$ cat config.mk
export PLATFORM = sky130hd
export DESIGN_NAME = k_queues_shared_store_top_flat
export DESIGN_NICKNAME = d
export VERILOG_FILES = /design/src/sv/kqss_pkg.sv /design/src/sv/kqss_in_if.sv /design/src/sv/kqss_out_if.sv /design/src/sv/kqss_ram.sv /design/src/sv/k_queues_shared_store_top.sv /design/src/flat_wrapper.sv
export SDC_FILE = /design/constraint.sdc
export NUM_CORES = 1
export LEC_CHECK = 0
export BUFFER_PORTS_ARGS = -buffer_cell sky130_fd_sc_hd__buf_2
export CORE_ASPECT_RATIO = 1.75
export CORE_MARGIN = 3
export CORE_UTILIZATION = 55
export DETAILED_ROUTE_END_ITERATION = 6
export GPL_ROUTABILITY_DRIVEN = 0
export PLACE_DENSITY_LB_ADDON = 0.08
export REMOVE_ABC_BUFFERS = 1
export SLEW_MARGIN = 25
export SYNTH_ARGS = -nofsm -noshare
export SYNTH_HDL_FRONTEND = slang
export SYNTH_SLANG_ARGS = --single-unit
$ cat constraint.sdc
create_clock -name clk_i -period 6.15 [get_ports clk_i]
set_clock_uncertainty 0.05 [all_clocks]
set_input_delay 0.9225 -clock clk_i [delete_from_list [all_inputs] [get_ports clk_i]]
set_output_delay 0.9225 -clock clk_i [all_outputs]
set_load 0.005 [all_outputs]
$ cat src/sv/kqss_pkg.sv
// kqss_pkg: shared types and constants for the k-queue shared store
// no dependencies; compiled first

package kqss_pkg;

  localparam int QUEUE_ID_W = 2;
  localparam int DATA_W     = 32;
  localparam int STATUS_W   = 2;

  typedef enum logic [0:0] {
    FUNC_ENQ = 1'b0,
    FUNC_DEQ = 1'b1
  } func_e;

  typedef enum logic [STATUS_W-1:0] {
    STATUS_OK    = 2'd0,
    STATUS_FULL  = 2'd1,
    STATUS_EMPTY = 2'd2
  } status_e;

endpackage

$ cat src/sv/kqss_in_if.sv
// kqss_in_if: operation channel (valid/ready plus operation payload)
// depends on kqss_pkg

interface kqss_in_if;
  import kqss_pkg::*;

  logic                     valid;
  logic                     ready;
  logic [0:0]               func;
  logic [QUEUE_ID_W-1:0]    queue_id;
  logic signed [DATA_W-1:0] data_in;

  modport source (output valid, func, queue_id, data_in, input ready);
  modport sink   (input valid, func, queue_id, data_in, output ready);

endinterface

$ cat src/sv/kqss_out_if.sv
// kqss_out_if: result channel (valid/ready plus result payload)
// depends on kqss_pkg

interface kqss_out_if;
  import kqss_pkg::*;

  logic                     valid;
  logic                     ready;
  logic signed [DATA_W-1:0] data_out;
  logic [STATUS_W-1:0]      status;

  modport source (output valid, data_out, status, input ready);
  modport sink   (input valid, data_out, status, output ready);

endinterface

$ cat src/sv/kqss_ram.sv
// kqss_ram: generic single write port, single read port ram with registered read
// no dependencies

module kqss_ram #(
  parameter int WIDTH = 32,
  parameter int DEPTH = 16
) (
  input  logic                     clk_i,
  input  logic                     we_i,
  input  logic [$clog2(DEPTH)-1:0] waddr_i,
  input  logic [WIDTH-1:0]         wdata_i,
  input  logic                     re_i,
  input  logic [$clog2(DEPTH)-1:0] raddr_i,
  output logic [WIDTH-1:0]         rdata_o
);

  logic [WIDTH-1:0] mem_q [DEPTH];
  logic [WIDTH-1:0] rdata_q;

  always_ff @(posedge clk_i) begin
    if (we_i) begin
      mem_q[waddr_i] <= wdata_i;
    end
    if (re_i) begin
      rdata_q <= mem_q[raddr_i];
    end
  end

  assign rdata_o = rdata_q;

endmodule

$ cat src/sv/k_queues_shared_store_top.sv
// k_queues_shared_store_top: several fifo queues sharing one slot store with a free list
// depends on kqss_pkg, kqss_in_if, kqss_out_if, kqss_ram
//
// usage:
//   in_i carries one operation per transfer: func (enqueue or dequeue), queue_id and
//   data_in. out_o returns exactly one result per operation, in order: data_out (the
//   dequeued value, zero otherwise) and status (ok, full on enqueue, empty on dequeue).
//   an operation on a queue number not below QUEUES changes nothing and reports
//   full or empty like a failed enqueue or dequeue.
// timing:
//   the link and data rams are read at the input transfer; the operation is then held in
//   the stage registers, resolved against the pointer tables and written into the result
//   register once that register is free. one operation per cycle is sustained while
//   results are taken, set by the single read port of the link ram, with bypasses from
//   the operation ahead covering back-to-back use of the same slot.
// reset:
//   all queues empty, every slot on the free list in order; the link ram needs no
//   clearing pass, slots never handed out are tracked by a fill count.
// stall:
//   while the result register holds an untaken result, one more operation is taken
//   and held; the input then waits until the result transfers.

module k_queues_shared_store_top #(
  parameter int ENTRIES = 16,
  parameter int QUEUES  = 4
) (
  input  logic            clk_i,
  input  logic            rst_ni,
  kqss_in_if.sink         in_i,
  kqss_out_if.source      out_o
);
  import kqss_pkg::*;

  localparam int PW = $clog2(ENTRIES + 1);
  localparam int IW = $clog2(ENTRIES);
  localparam int QW = (QUEUES > 1) ? $clog2(QUEUES) : 1;
  localparam logic [PW-1:0] NIL = PW'(ENTRIES);

  // stage registers
  logic                     s1_v_q;
  logic [0:0]               s1_func_q;
  logic [QUEUE_ID_W-1:0]    s1_qid_q;
  logic signed [DATA_W-1:0] s1_din_q;
  logic                     use_pre_q, use_pre_d;
  logic [PW-1:0]            pre_q, pre_d;
  logic                     dbyp_q, dbyp_d;
  logic signed [DATA_W-1:0] dbyp_dat_q;

  // pointer state
  logic [PW-1:0] head_q [QUEUES];
  logic [PW-1:0] head_d [QUEUES];
  logic [PW-1:0] tail_q [QUEUES];
  logic [PW-1:0] tail_d [QUEUES];
  logic [PW-1:0] free_head_q, free_head_d;
  logic [PW-1:0] fill_q, fill_d;

  // result register
  logic                     out_v_q;
  logic signed [DATA_W-1:0] out_dout_q;
  logic [STATUS_W-1:0]      out_status_q;

  logic                     s1_go;
  logic                     in_fire;
  logic [QW-1:0]            s1_qi;
  logic                     s1_qok;
  logic [PW-1:0]            hd;
  logic [PW-1:0]            tl;
  logic                     hd_ok;
  logic [PW-1:0]            nh;
  logic [PW-1:0]            link_val;
  logic signed [DATA_W-1:0] data_val;
  logic [PW-1:0]            link_rdata;
  logic [DATA_W-1:0]        data_rdata;

  logic                     lw_en;
  logic [PW-1:0]            lw_addr;
  logic [PW-1:0]            lw_data;
  logic                     dw_en;
  logic [PW-1:0]            dw_addr;

  logic signed [DATA_W-1:0] res_dout;
  status_e                  res_status;

  logic [QW-1:0]            qx;
  logic [PW-1:0]            raddr;

  assign s1_go    = s1_v_q && (!out_v_q || out_o.ready);
  assign in_i.ready = !s1_v_q || s1_go;
  assign in_fire  = in_i.valid && in_i.ready;

  assign s1_qi    = QW'(s1_qid_q);
  assign s1_qok   = (32'(s1_qid_q) < 32'(QUEUES));
  assign hd       = head_q[s1_qi];
  assign tl       = tail_q[s1_qi];
  assign hd_ok    = s1_qok && (hd < NIL);
  assign link_val = use_pre_q ? pre_q : link_rdata;
  assign data_val = dbyp_q ? dbyp_dat_q : signed'(data_rdata);
  assign nh       = (hd == tl) ? NIL : link_val;

  // operation resolve and table update
  always_comb begin
    head_d      = head_q;
    tail_d      = tail_q;
    free_head_d = free_head_q;
    fill_d      = fill_q;
    lw_en       = 1'b0;
    lw_addr     = '0;
    lw_data     = '0;
    dw_en       = 1'b0;
    dw_addr     = free_head_q;
    res_dout    = '0;
    res_status  = STATUS_OK;
    if (s1_func_q == FUNC_ENQ) begin
      if (!(s1_qok && (free_head_q < NIL))) begin
        res_status = STATUS_FULL;
      end else if (s1_go) begin
        free_head_d = link_val;
        if (hd < NIL) begin
          lw_en   = 1'b1;
          lw_addr = tl;
          lw_data = free_head_q;
        end else begin
          head_d[s1_qi] = free_head_q;
        end
        tail_d[s1_qi] = free_head_q;
        dw_en         = 1'b1;
        if (free_head_q == fill_q) begin
          fill_d = fill_q + PW'(1);
        end
      end
    end else begin
      if (!hd_ok) begin
        res_status = STATUS_EMPTY;
      end else begin
        res_dout = data_val;
        if (s1_go) begin
          head_d[s1_qi] = nh;
          if (nh == NIL) begin
            tail_d[s1_qi] = NIL;
          end
          lw_en       = 1'b1;
          lw_addr     = hd;
          lw_data     = free_head_q;
          free_head_d = hd;
        end
      end
    end
  end

  // read address for the incoming operation, against the state left by the one ahead
  assign qx    = QW'(in_i.queue_id);
  assign raddr = (in_i.func == FUNC_DEQ) ? head_d[qx] : free_head_d;

  always_comb begin
    use_pre_d = 1'b0;
    pre_d     = raddr + PW'(1);
    dbyp_d    = dw_en && (dw_addr == raddr);
    if (lw_en && (lw_addr == raddr)) begin
      use_pre_d = 1'b1;
      pre_d     = lw_data;
    end else if (raddr >= fill_d) begin
      use_pre_d = 1'b1;
    end
  end

  kqss_ram #(
    .WIDTH (PW),
    .DEPTH (ENTRIES)
  ) u_link_ram (
    .clk_i   (clk_i),
    .we_i    (lw_en),
    .waddr_i (lw_addr[IW-1:0]),
    .wdata_i (lw_data),
    .re_i    (in_fire),
    .raddr_i (raddr[IW-1:0]),
    .rdata_o (link_rdata)
  );

  kqss_ram #(
    .WIDTH (DATA_W),
    .DEPTH (ENTRIES)
  ) u_data_ram (
    .clk_i   (clk_i),
    .we_i    (dw_en),
    .waddr_i (dw_addr[IW-1:0]),
    .wdata_i (s1_din_q),
    .re_i    (in_fire),
    .raddr_i (raddr[IW-1:0]),
    .rdata_o (data_rdata)
  );

  always_ff @(posedge clk_i or negedge rst_ni) begin
    if (!rst_ni) begin
      s1_v_q      <= 1'b0;
      out_v_q     <= 1'b0;
      free_head_q <= '0;
      fill_q      <= '0;
      for (int i = 0; i < QUEUES; i++) begin
        head_q[i] <= NIL;
        tail_q[i] <= NIL;
      end
    end else begin
      if (in_fire) begin
        s1_v_q <= 1'b1;
      end else if (s1_go) begin
        s1_v_q <= 1'b0;
      end
      if (s1_go) begin
        out_v_q     <= 1'b1;
        head_q      <= head_d;
        tail_q      <= tail_d;
        free_head_q <= free_head_d;
        fill_q      <= fill_d;
      end else if (out_o.ready) begin
        out_v_q <= 1'b0;
      end
    end
  end

  always_ff @(posedge clk_i) begin
    if (in_fire) begin
      s1_func_q  <= in_i.func;
      s1_qid_q   <= in_i.queue_id;
      s1_din_q   <= in_i.data_in;
      use_pre_q  <= use_pre_d;
      pre_q      <= pre_d;
      dbyp_q     <= dbyp_d;
      dbyp_dat_q <= s1_din_q;
    end
    if (s1_go) begin
      out_dout_q   <= res_dout;
      out_status_q <= res_status;
    end
  end

  assign out_o.valid    = out_v_q;
  assign out_o.data_out = out_dout_q;
  assign out_o.status   = out_status_q;

endmodule

$ cat src/flat_wrapper.sv
// flat-port wrapper written by rule: the top's interface ports become plain ports
module k_queues_shared_store_top_flat import kqss_pkg::*;
#(
  parameter int ENTRIES = 16,
  parameter int QUEUES  = 4
)
  (clk_i, rst_ni, in_i_valid, in_i_func, in_i_queue_id, in_i_data_in, in_i_ready, out_o_valid, out_o_data_out, out_o_status, out_o_ready);
  kqss_in_if in_i_i ();
  kqss_out_if out_o_i ();
  input  logic clk_i;
  input  logic rst_ni;
  input wire logic [$bits(in_i_i.valid)-1:0] in_i_valid;
  input wire logic [$bits(in_i_i.func)-1:0] in_i_func;
  input wire logic [$bits(in_i_i.queue_id)-1:0] in_i_queue_id;
  input wire logic [$bits(in_i_i.data_in)-1:0] in_i_data_in;
  output wire logic [$bits(in_i_i.ready)-1:0] in_i_ready;
  output wire logic [$bits(out_o_i.valid)-1:0] out_o_valid;
  output wire logic [$bits(out_o_i.data_out)-1:0] out_o_data_out;
  output wire logic [$bits(out_o_i.status)-1:0] out_o_status;
  input wire logic [$bits(out_o_i.ready)-1:0] out_o_ready;
  assign in_i_i.valid = in_i_valid;
  assign in_i_i.func = in_i_func;
  assign in_i_i.queue_id = in_i_queue_id;
  assign in_i_i.data_in = in_i_data_in;
  assign in_i_ready = in_i_i.ready;
  assign out_o_valid = out_o_i.valid;
  assign out_o_data_out = out_o_i.data_out;
  assign out_o_status = out_o_i.status;
  assign out_o_i.ready = out_o_ready;
  k_queues_shared_store_top #(.ENTRIES(ENTRIES), .QUEUES(QUEUES)) u_core (.clk_i(clk_i), .rst_ni(rst_ni), .in_i(in_i_i), .out_o(out_o_i));
endmodule
[After elaboration in Yosys (flattened, before gate mapping)]
Memories as Yosys holds them, arrays and structs flattened. A register that Yosys moved wholly into a read port is not among the register bits.
Index checks and enable logic that the tools add are counted.
Storage, ports and cells
  bits in registers: 160
  bits in latches: 0
  bits in writable memories: 592
  ROM bits: 0
  bits of input ports: 39
  output and inout bits: 36
  word-level logic and storage cells: 127
  memories: 2
Operators by class
  add/sub/neg operators: 2
  multipliers: 0
  div/mod/pow operators: 0
  order comparisons: 6
  equal/unequal tests: 7
  shift operators: 0
  mux-type cells: 70
  bitwise logic cells: 5
  reduce and logical (&&, ||, !) cells: 14
Memories
  u_core.u_data_ram.mem_q: depth 16, width 32, read ports 1, clocked after memory_dff 1, wr ports 1, line kqss_ram.sv:17  | logic [WIDTH-1:0] mem_q [DEPTH];
  u_core.u_link_ram.mem_q: depth 16, width 5, read ports 1, clocked after memory_dff 1, wr ports 1, line kqss_ram.sv:17
Operators by type and width (count)
  $mux W20: 10
  $mux W5: 32
  $bwmux W20: 3
  $mux W32: 1
  $bmux W5 S2: 3
  $eq A5 B5 Y1: 4
  $mux W1: 18
  $and A16 B16 Y16: 1
  $not A16 Y16: 1
  $add A5 B1 Y5 const B: 2
  $demux W5 S2: 1
  $lt A5 B5 Y1 const B: 2
  $ge A3 B3 Y1 const B: 2
  $not A2 Y3: 2
  $reduce_bool A2 Y1: 3
  $eq A5 B5 Y1 const B: 1
  $ge A5 B5 Y1: 1
  $logic_and A1 B1 Y1: 5
  $mux W2: 2
  $ne A2 B2 Y1 const B: 2
  $or A4 B4 Y4: 1
  $reduce_and A4 Y1: 1
  $lt A3 B1 Y1 const B: 1
  $logic_not A1 Y1: 2
  2 further kinds: 3

[Depth between registers and ports, before layout]
Gate-level depths: netlist of the first run.
  word-level depth: 17
  gate-level depth with buffers: 21
  gate-level depth less buffers: 16

[Hierarchy]
Synthesis of the first run repeated with hierarchy kept, for this count alone.
Second synthesis, totals
  cell total of the unflattened synthesis: 1637
  area, all modules: 31546.5 µm²
Modules (own cells, without submodules)
  kqss_ram at u_core.u_data_ram: times used 1, cells each 838, area an instance 20155.6 µm²
  k_queues_shared_store_top: times used 1, cells each 644, area an instance 8127.8 µm²
  kqss_ram at u_core.u_link_ram: times used 1, cells each 155, area an instance 3263.1 µm²

[Worst setup path before layout of the first run]
No wires, ideal clock.
  kind: in2reg
  start: in out_o_ready
  end: reg u_core.use_pre_q (data pin)
  setup time: 260 ps
  arrival: 4518 ps
  required time: 5840 ps
  path slack: 1322 ps
  stages on the path: 20
  buffers on the path: 4
  cells stage by stage: nand2b_1 -> buf_2 -> nand2_1 -> inv_1 -> o21ai_1 -> a221oi_1 -> nor2_1 -> a31o_2 -> inv_2 -> buf_6 -> buf_6 -> buf_2 -> ha_1 -> nand2b_1 -> a21oi_1 -> nor2b_1 -> o21ai_0 -> nand2b_1 -> a21oi_1 -> nand2_1
Between the ends
  longest elaborated chain between the ends: 11
RTL lines
  start, declared: line flat_wrapper.sv:20  | input wire logic [$bits(out_o_i.ready)-1:0] out_o_ready;
  $logic_or A1 B1 Y1 (*): line k_queues_shared_store_top.sv:87  | assign s1_go = s1_v_q && (!out_v_q || out_o.ready);
  $logic_and A1 B1 Y1 (*): line k_queues_shared_store_top.sv:87
  net u_core.s1_go: line k_queues_shared_store_top.sv:62  | logic s1_go;
  $mux W20 (on tied branches): line k_queues_shared_store_top.sv:116, k_queues_shared_store_top.sv:136
  $mux W20 (on tied branches): line k_queues_shared_store_top.sv:114, k_queues_shared_store_top.sv:132
  $mux W20: line k_queues_shared_store_top.sv:113  | if (s1_func_q == FUNC_ENQ) begin
  $bmux W5 S2: line k_queues_shared_store_top.sv:152  | assign raddr = (in_i.func == FUNC_DEQ) ? head_d[qx] : free_head_d;
  $mux W5 (not written as such) (2 in series): line k_queues_shared_store_top.sv:152
  $mux W5: line k_queues_shared_store_top.sv:152
  $ge A5 B5 Y1 or $eq A5 B5 Y1 (tied branches): line k_queues_shared_store_top.sv:161, k_queues_shared_store_top.sv:158
  $mux W1 or $logic_and A1 B1 Y1 (tied branches): line k_queues_shared_store_top.sv:161, k_queues_shared_store_top.sv:158
  end signal, assigned: line k_queues_shared_store_top.sv:225  | use_pre_q <= use_pre_d;
  end, declared: line k_queues_shared_store_top.sv:44  | logic use_pre_q, use_pre_d;
Mark *: on every way through the listed nets, which the timed path passes. The rest lies on a longest branch. The select of a mux whose other input is x is not followed.
A chain may end at the register's enable or synchronous reset.

[Worst setup path in the final report of the first run]
  start: reg u_core.s1_qid_q[0], in the netlist u_core.s1_qi[0]
  end: reg u_core.pre_q[4] (data pin)
Between the ends
  longest elaborated chain between the ends: 17
RTL lines
  start, declared: line k_queues_shared_store_top.sv:42  | logic [QUEUE_ID_W-1:0] s1_qid_q;
  start signal, assigned: line k_queues_shared_store_top.sv:223  | s1_qid_q <= in_i.queue_id;
  $not A2 Y3 (not written as such) (*)
  parallel branches: the longest is 15 deep, another holds $lt A5 B5 Y1
  $mux W5 (*): line k_queues_shared_store_top.sv:158  | if (lw_en && (lw_addr == raddr)) begin
  net u_core.pre_d[4]: line k_queues_shared_store_top.sv:45  | logic [PW-1:0] pre_q, pre_d;
  end signal, assigned: line k_queues_shared_store_top.sv:226  | pre_q <= pre_d;
  end, declared: line k_queues_shared_store_top.sv:45
Mark *: on every way through the listed nets, which the timed path passes. The select of a mux whose other input is x is not followed.

==> impl_metrics.csv, run 1 <==
group,metric,value,unit
run_status,outcome,"complete, no violations",
yosys,ys_seq_area_frac,0.718,
finish,nFillCells,4350,
die,io_pins,75,
yosys,async_reset_ff_frac,0.0659,
yosys,postSynthAreaPerCell,14.8,um^2
clock_network,root_buffer,"clkbuf_16",
yosys,yosysWarnings,0,
setup_path,slowest_stage,"edfxtp_1",
yosys,netlist.area_leader.share,0.678,
grt,grt_antenna_before_repair,0,
sta,hold_viol_final,0,
setup_path,worstReg2RegEnd,"u_core.pre_q[4]",
sta,timing.final.crit_share,0.799,
setup_path,rr_worst_depth,12,
grt,grt-ovfl-total,0,
finish,num_antenna_cells,0,
sta,grt_setup_unrepaired,"false",
yosys,yosys-top-cells-area,"edfxtp_1 68%, mux2i_1 5.0%, a21oi_1 4.2%",
grt,grtUsageTotal,0.260,
routing,wl,80.7,mm
clock_network,htree_levels,3,
clock_network,numCtsBuffers,71,
power,total_power,14.5,mW
grt,grt_pass1_vias,20100,
yosys,synth_area,32600,um^2
yosys,synthFlopType,"edfxtp_1",
yosys,syn_inst,2211,
sta,fmax,203,MHz
setup_path,r2r_start,"u_core.s1_qi[0]",
placement,io_buffers,74,
sta,relSlewSlack,0.274,
setup_path,crit_chain,"buf_4 -> mux4_2 -> xnor2_1 -> nand2_1 -> a211oi_2 -> o31ai_1 -> a31o_4 -> buf_4 -> ha_1 -> nand3b_1 -> xnor2_1 -> mux2_1",
finish,final_util,0.618,
die,die-area,62400,um^2
yosys,yosys-top-cells-count,"737 x edfxtp_1, 274 x a21oi_1, 225 x nand2_1, 162 x mux2i_1, 105 x nor2_1",
routing,num_vias,19600,
yosys,synth-seq-cells,789,
worst_hold_path,hp-class,"primary input to async pin",
clock_network,cts_tree,"yes",
clock_network,path_clk_slew,70,ps
routing,drtIter0Drc,1686,
grt,grt_max_degree,146,
setup_path,end_kind,"flop",
setup_path,crit_type,"flop to flop",
clock_network,cts_sinks,789,
sta,tightest_slew,1090,ps
yosys,yosysMostFrequentCell,"edfxtp_1",
finish,drive_above_1_share,0.141,
yosys,synth_edf_count,737,
sta,drv_slew,0,
power,ir_drop,0.278,mV
die,die_y,328,um
setup_path,r2r_setup_slack,1230,ps
flow_run,drv_cap,0,
routing,wl_per_cell,26.2,um
clock_network,holdBufCountCts,0,
clock_network,clockBufferDepth,3,
power,p_leak,12.3,nW
setup_path,cp_data_required_time,6450,ps
routing,ant_nets,0,
die,rows,117,
routing,drc,0,
yosys,synth.distinct_cells,88,
sta,whs,397,ps
grt,grt_pass1_wl,121,mm
clock_network,cts_resized,0,
sta,finalSetupViolCount,0,
clock_network,clock_latency,620,ps
finish,syn_to_final_growth,10.6,%
setup_path,cp-start-kind,"flop",
setup_path,cp_max_fo,68,
finish,multi_input_area,8420,um^2
sta,finalCriticalPeriod,4920,ps
placement,hpwl,46.6,mm
yosys,synth_area_leader_cell,"edfxtp_1",
setup_path,worst_path_largest_cell_delay,680,ps
die,core_area,58400,um^2
setup_path,cp.arrival,5220,ps
die,initial_core_util,0.559,
clock_network,cts_setup_buffers,0,
power,power_density,401,nW/um^2
routing,viasPerCell,6.35,
finish,seq_area,23400,um^2
finish,final_nets,2305,
die,die_w,190,um
routing,firstDrtPassIters,6,
==> cell type report <==
type,count,area share
Sequential cell,789,0.650
Multi-Input combinational cell,1242,0.233
Clock buffer,96,0.0539
Timing Repair Buffer,130,0.0268
Tap cell,773,0.0268
Clock inverter,31,0.00659
Inverter,24,0.00284
==> registers in the layout, summed over array words and instances (netlist names), 5 cells and up <==
signal and cells:
u_core.pre_q 5, u_core.dw_addr 5, u_core.u_data_ram.rdata_o 32, u_core.u_data_ram.mem_q 512
u_core.tail_q 20, u_core.head_q 20, u_core.u_link_ram.mem_q 80, u_core.dbyp_dat_q 32
u_core.s1_din_q 32, u_core.fill_q 5, u_core.u_link_ram.rdata_o 5, u_core.out_o.data_out 32
==> worst max-delay path by stage <==
stage	startpoint	end	slack, ps	cells after the start
3_3_place_gp	out_o_ready	u_core.pre_q[4]	1010	12
5_1_grt	u_core.s1_qi[0]	u_core.pre_q[4]	980	12
4_1_cts	u_core.s1_qi[1]	u_core.use_pre_q	1290	16
2_1_floorplan	out_o_ready	u_core.pre_q[0]	-3600	11
6_report	u_core.s1_qi[0]	u_core.pre_q[4]	1230	12
3_5_place_dp	out_o_ready	u_core.pre_q[4]	920	12
==> through the flow <==
stage                     setup slack, ps  instances  cell area, um^2  setup TNS (ps)
after floorplan                     -3600       2055            31800         -144850
after CTS                            1290       3085            36100               0
final                                1230       3085            36100               0
after global routing                  982       3085            36100               0
after detailed placement              924       2958            33900               0
after global placement               1010       2955            33800               0
==> placed cells by master (no fill, tap or decap), types with 9 or more instances in the layout <==
cell / instances
dfrtp_1: 44
clkinv_1: 14
nand2b_1: 10
mux4_2: 10
buf_4: 43
clkbuf_1: 21
buf_2: 74
nor2b_1: 11
edfxtp_1: 737
a22oi_1: 35
clkbuf_16: 74
mux2i_1: 162
a21oi_1: 274
nand3_1: 20
buf_12: 11
inv_1: 19
nor2_1: 93
o21ai_0: 20
nor3_1: 45
nand2_1: 225
o31ai_1: 9
a31oi_1: 9
a221oi_2: 12
xnor2_1: 22
nand4_1: 11
mux2_2: 24
nor2_4: 14
a221oi_1: 97
a221o_1: 9
==> critical path: cells and delay by family, from the launching register on <==
family / cells / cell delay, ps
buffers and inverters: 2 / 1000
DFF: 1 / 680
and+or+nand+nor: 2 / 370
muxes: 2 / 960
AOI/OAI and AO/OA: 3 / 900
adders and majority gates: 1 / 320
xor gates and xnor gates: 2 / 320
==> power breakdown <==
group | internal, mW | leakage, nW | total [mW] | switching, mW
Combinational | 1.25 | 3.81 | 3.51 | 2.26
Sequential | 6.40 | 7.39 | 6.73 | 0.330
Clock | 2.35 | 1.06 | 4.23 | 1.88
==> routing by layer <==
layer | share of wire | track usage | up-vias
li1 | - | - | 8682
met1 | 0.38 | 0.314 | 9910
met2 | 0.52 | 0.459 | 787
met3 | 0.055 | 0.0357 | 213
met4 | 0.046 | 0.121 | 0
met5 | 0 | 0 | -
==> cell families after synthesis <==
| family | Yosys count | share of synthesized area |
|---|---|---|
| AO/OA/AOI/OAI | 527 | 0.109 |
| XOR/XNOR | 31 | 0.00855 |
| adder cells (fa/ha/maj) | 8 | 0.00307 |
| buffers and inverters | 180 | 0.0282 |
| flip-flops | 789 | 0.718 |
| multiplexers | 200 | 0.0663 |
| AND/OR/NAND/NOR | 476 | 0.0662 |
Note: power is estimated with default switching activity, not from simulation.
==> inputs of run 2 (changes only) <==
- clock period: 6.15 -> 4.31 ns (I/O delays scaled with it)
==> impl_metrics.csv, run 2 (same netlist as run 1, synthesis figures left out) <==
group,metric,value,unit
setup_path,slowest_stage,"edfxtp_1",
grt,grt_pass1_vias,20400,
clock_network,root_buffer,"clkbuf_16",
finish,multi_input_area,8410,um^2
setup_path,rr_worst_depth,12,
routing,drtIter0Drc,1740,
finish,largest_reg_flops,512,
finish,final_nets,2350,
flow_run,drv_cap,0,
setup_path,cp_max_fo,121,
power,total_power,21.1,mW
worst_hold_path,hp-class,"primary input to flop",
sta,fmax,245,MHz
clock_network,clock_latency,620,ps
clock_network,cts_tree,"yes",
routing,viasPerCell,6.29,
die,core_area,58400,um^2
sta,tightest_slew,920,ps
finish,syn_to_final_growth,12.4,%
worst_hold_path,min_path_cells,1,
placement,dpl_worst_slack,150,ps
placement,dp.cells,3001,
run_status,outcome,"complete, no violations",
grt,grt_antenna_before_repair,0,
setup_path,cp.arrival,4400,ps
clock_network,holdBufCountCts,1,
routing,wl,80.9,mm
die,initial_core_util,0.559,
clock_network,htree_levels,3,
clock_network,clockBufferDepth,3,
sta,finalCriticalPeriod,4090,ps
setup_path,path_common_cell,"nor2_1",
setup_path,crit_buf_inv,2,
setup_path,path_depth,12,
setup_path,cp-start-kind,"flop",
power,ir_drop,0.382,mV
clock_network,path_clk_slew,70,ps
die,rows,117,
sta,layout_setup_ws,222,ps
finish,seq_area,23400,um^2
finish,nFillCells,4342,
power,power_density,575,nW/um^2
routing,firstDrtPassIters,6,
sta,timing.final.crit_share,0.949,
finish,drive_above_1_share,0.161,
sta,finalSetupViolCount,0,
setup_path,cp_top_family,"simple AND/OR/NAND/NOR gates",
finish,top_register,"u_core.u_data_ram.mem_q",
die,io_pins,75,
routing,num_vias,19700,
setup_path,crit_type,"flop to flop",
grt,grtUsageTotal,0.259,
placement,io_buffers,74,
sta,grt_setup_unrepaired,"false",
power,p_leak,12.6,nW
finish,final_cell_mix,"737 x edfxtp_1, 274 x a21oi_1, 225 x nand2_1",
grt,grt-ovfl-total,0,
placement,hpwl,46.1,mm
finish,final_common_cell,"edfxtp_1",
setup_path,worst_path_largest_cell_delay,620,ps
setup_path,crit_chain,"buf_4 -> nor2_1 -> nand3_1 -> nor2_1 -> a221oi_1 -> nor2_1 -> a31o_4 -> buf_12 -> ha_1 -> nand3b_1 -> xnor2_1 -> mux2_1",
clock_network,cts_setup_buffers,0,
sta,relSlewSlack,0.369,
setup_path,r2r_setup_slack,220,ps
sta,tns,0,ps
placement,postPlaceCellArea,34400,um^2
clock_network,cts_sinks,789,
clock_network,cts_resized,0,
die,die_y,328,um
routing,wl_per_cell,25.8,um
sta,drv_slew,0,
finish,num_antenna_cells,0,
finish,top_regs,"u_core.u_data_ram.mem_q x512, u_core.u_link_ram.mem_q x80",
die,die-area,62400,um^2
setup_path,end_kind,"flop",
finish,fin_cells,3132,
finish,finish.instance_area,36700,um^2
sta,hold_viol_final,0,
setup_path,cp_data_required_time,4620,ps
grt,grt_max_degree,122,
grt,grt_pass1_wl,121,mm
clock_network,numCtsBuffers,72,
routing,drc,0,
routing,ant_nets,0,
die,die_w,190,um
## run 2: changes by cell type in the layout (fill, tap and decap cells not counted), moves of 3 or more
| cell | change |
|---|---|
| clkinvlp_4 | +5 |
| buf_4 | +29 |
| clkinv_2 | +4 |
| bufinv_16 | +3 |
| buf_12 | +16 |
| clkbuf_1 | -6 |
## run 2: worst reg2reg max path: stages (launching register included)
cell and delay (ps):
edfxtp_1 620, buf_4 320, nor2_1 460, nand3_1 340
nor2_1 190, a221oi_1 80, nor2_1 170, a31o_4 180
buf_12 420, ha_1 460, nand3b_1 100, xnor2_1 130
mux2_1 300
## run 2: through the flow
step	util	hold slack [ps]
detailed placement	0.588	445
global route	0.628	133
global placement	0.588	431
finish	0.628	147
floorplan	-	301
CTS	0.628	107
## run 2: power by group
part | switching [mW] | internal [mW] | total, mW | leakage, nW
Combinational | 3.31 | 1.97 | 5.29 | 4.07
Clock | 2.73 | 3.56 | 6.28 | 1.11
Sequential | 0.391 | 9.13 | 9.52 | 7.39
Total | 6.43 | 14.7 | 21.1 | 12.6
## run 2: worst paths after layout
check,start,end
max in group asynchronous,rst_ni,u_core.tail_q[4]
min reg2reg,u_core.tail_q[2],u_core.tail_q[2]
max,u_core.s1_func_q,u_core.pre_q[4]
max reg2reg,u_core.s1_func_q,u_core.pre_q[4]
min in group asynchronous,rst_ni,u_core.head_q[18]
min,in_i_data_in[1],u_core.s1_din_q[1]
## run 2: final cells by class
| class | instances | area share |
|---|---|---|
| repair buffers | 174 | 0.0398 |
| inverters | 24 | 0.00280 |
| clock buffers | 91 | 0.0528 |
| clock inverters | 39 | 0.00993 |
| multi-input cells | 1242 | 0.229 |
| well taps | 773 | 0.0264 |
| flip-flops and latches | 789 | 0.639 |
## run 2: metal layers
metal	global-route usage	routed length (um)	vias to the layer above
met1	0.312	30300	9966
met3	0.0321	4190	256
met2	0.457	42100	736
met4	0.134	4280	0
li1	-	-	8749
met5	0	0	-
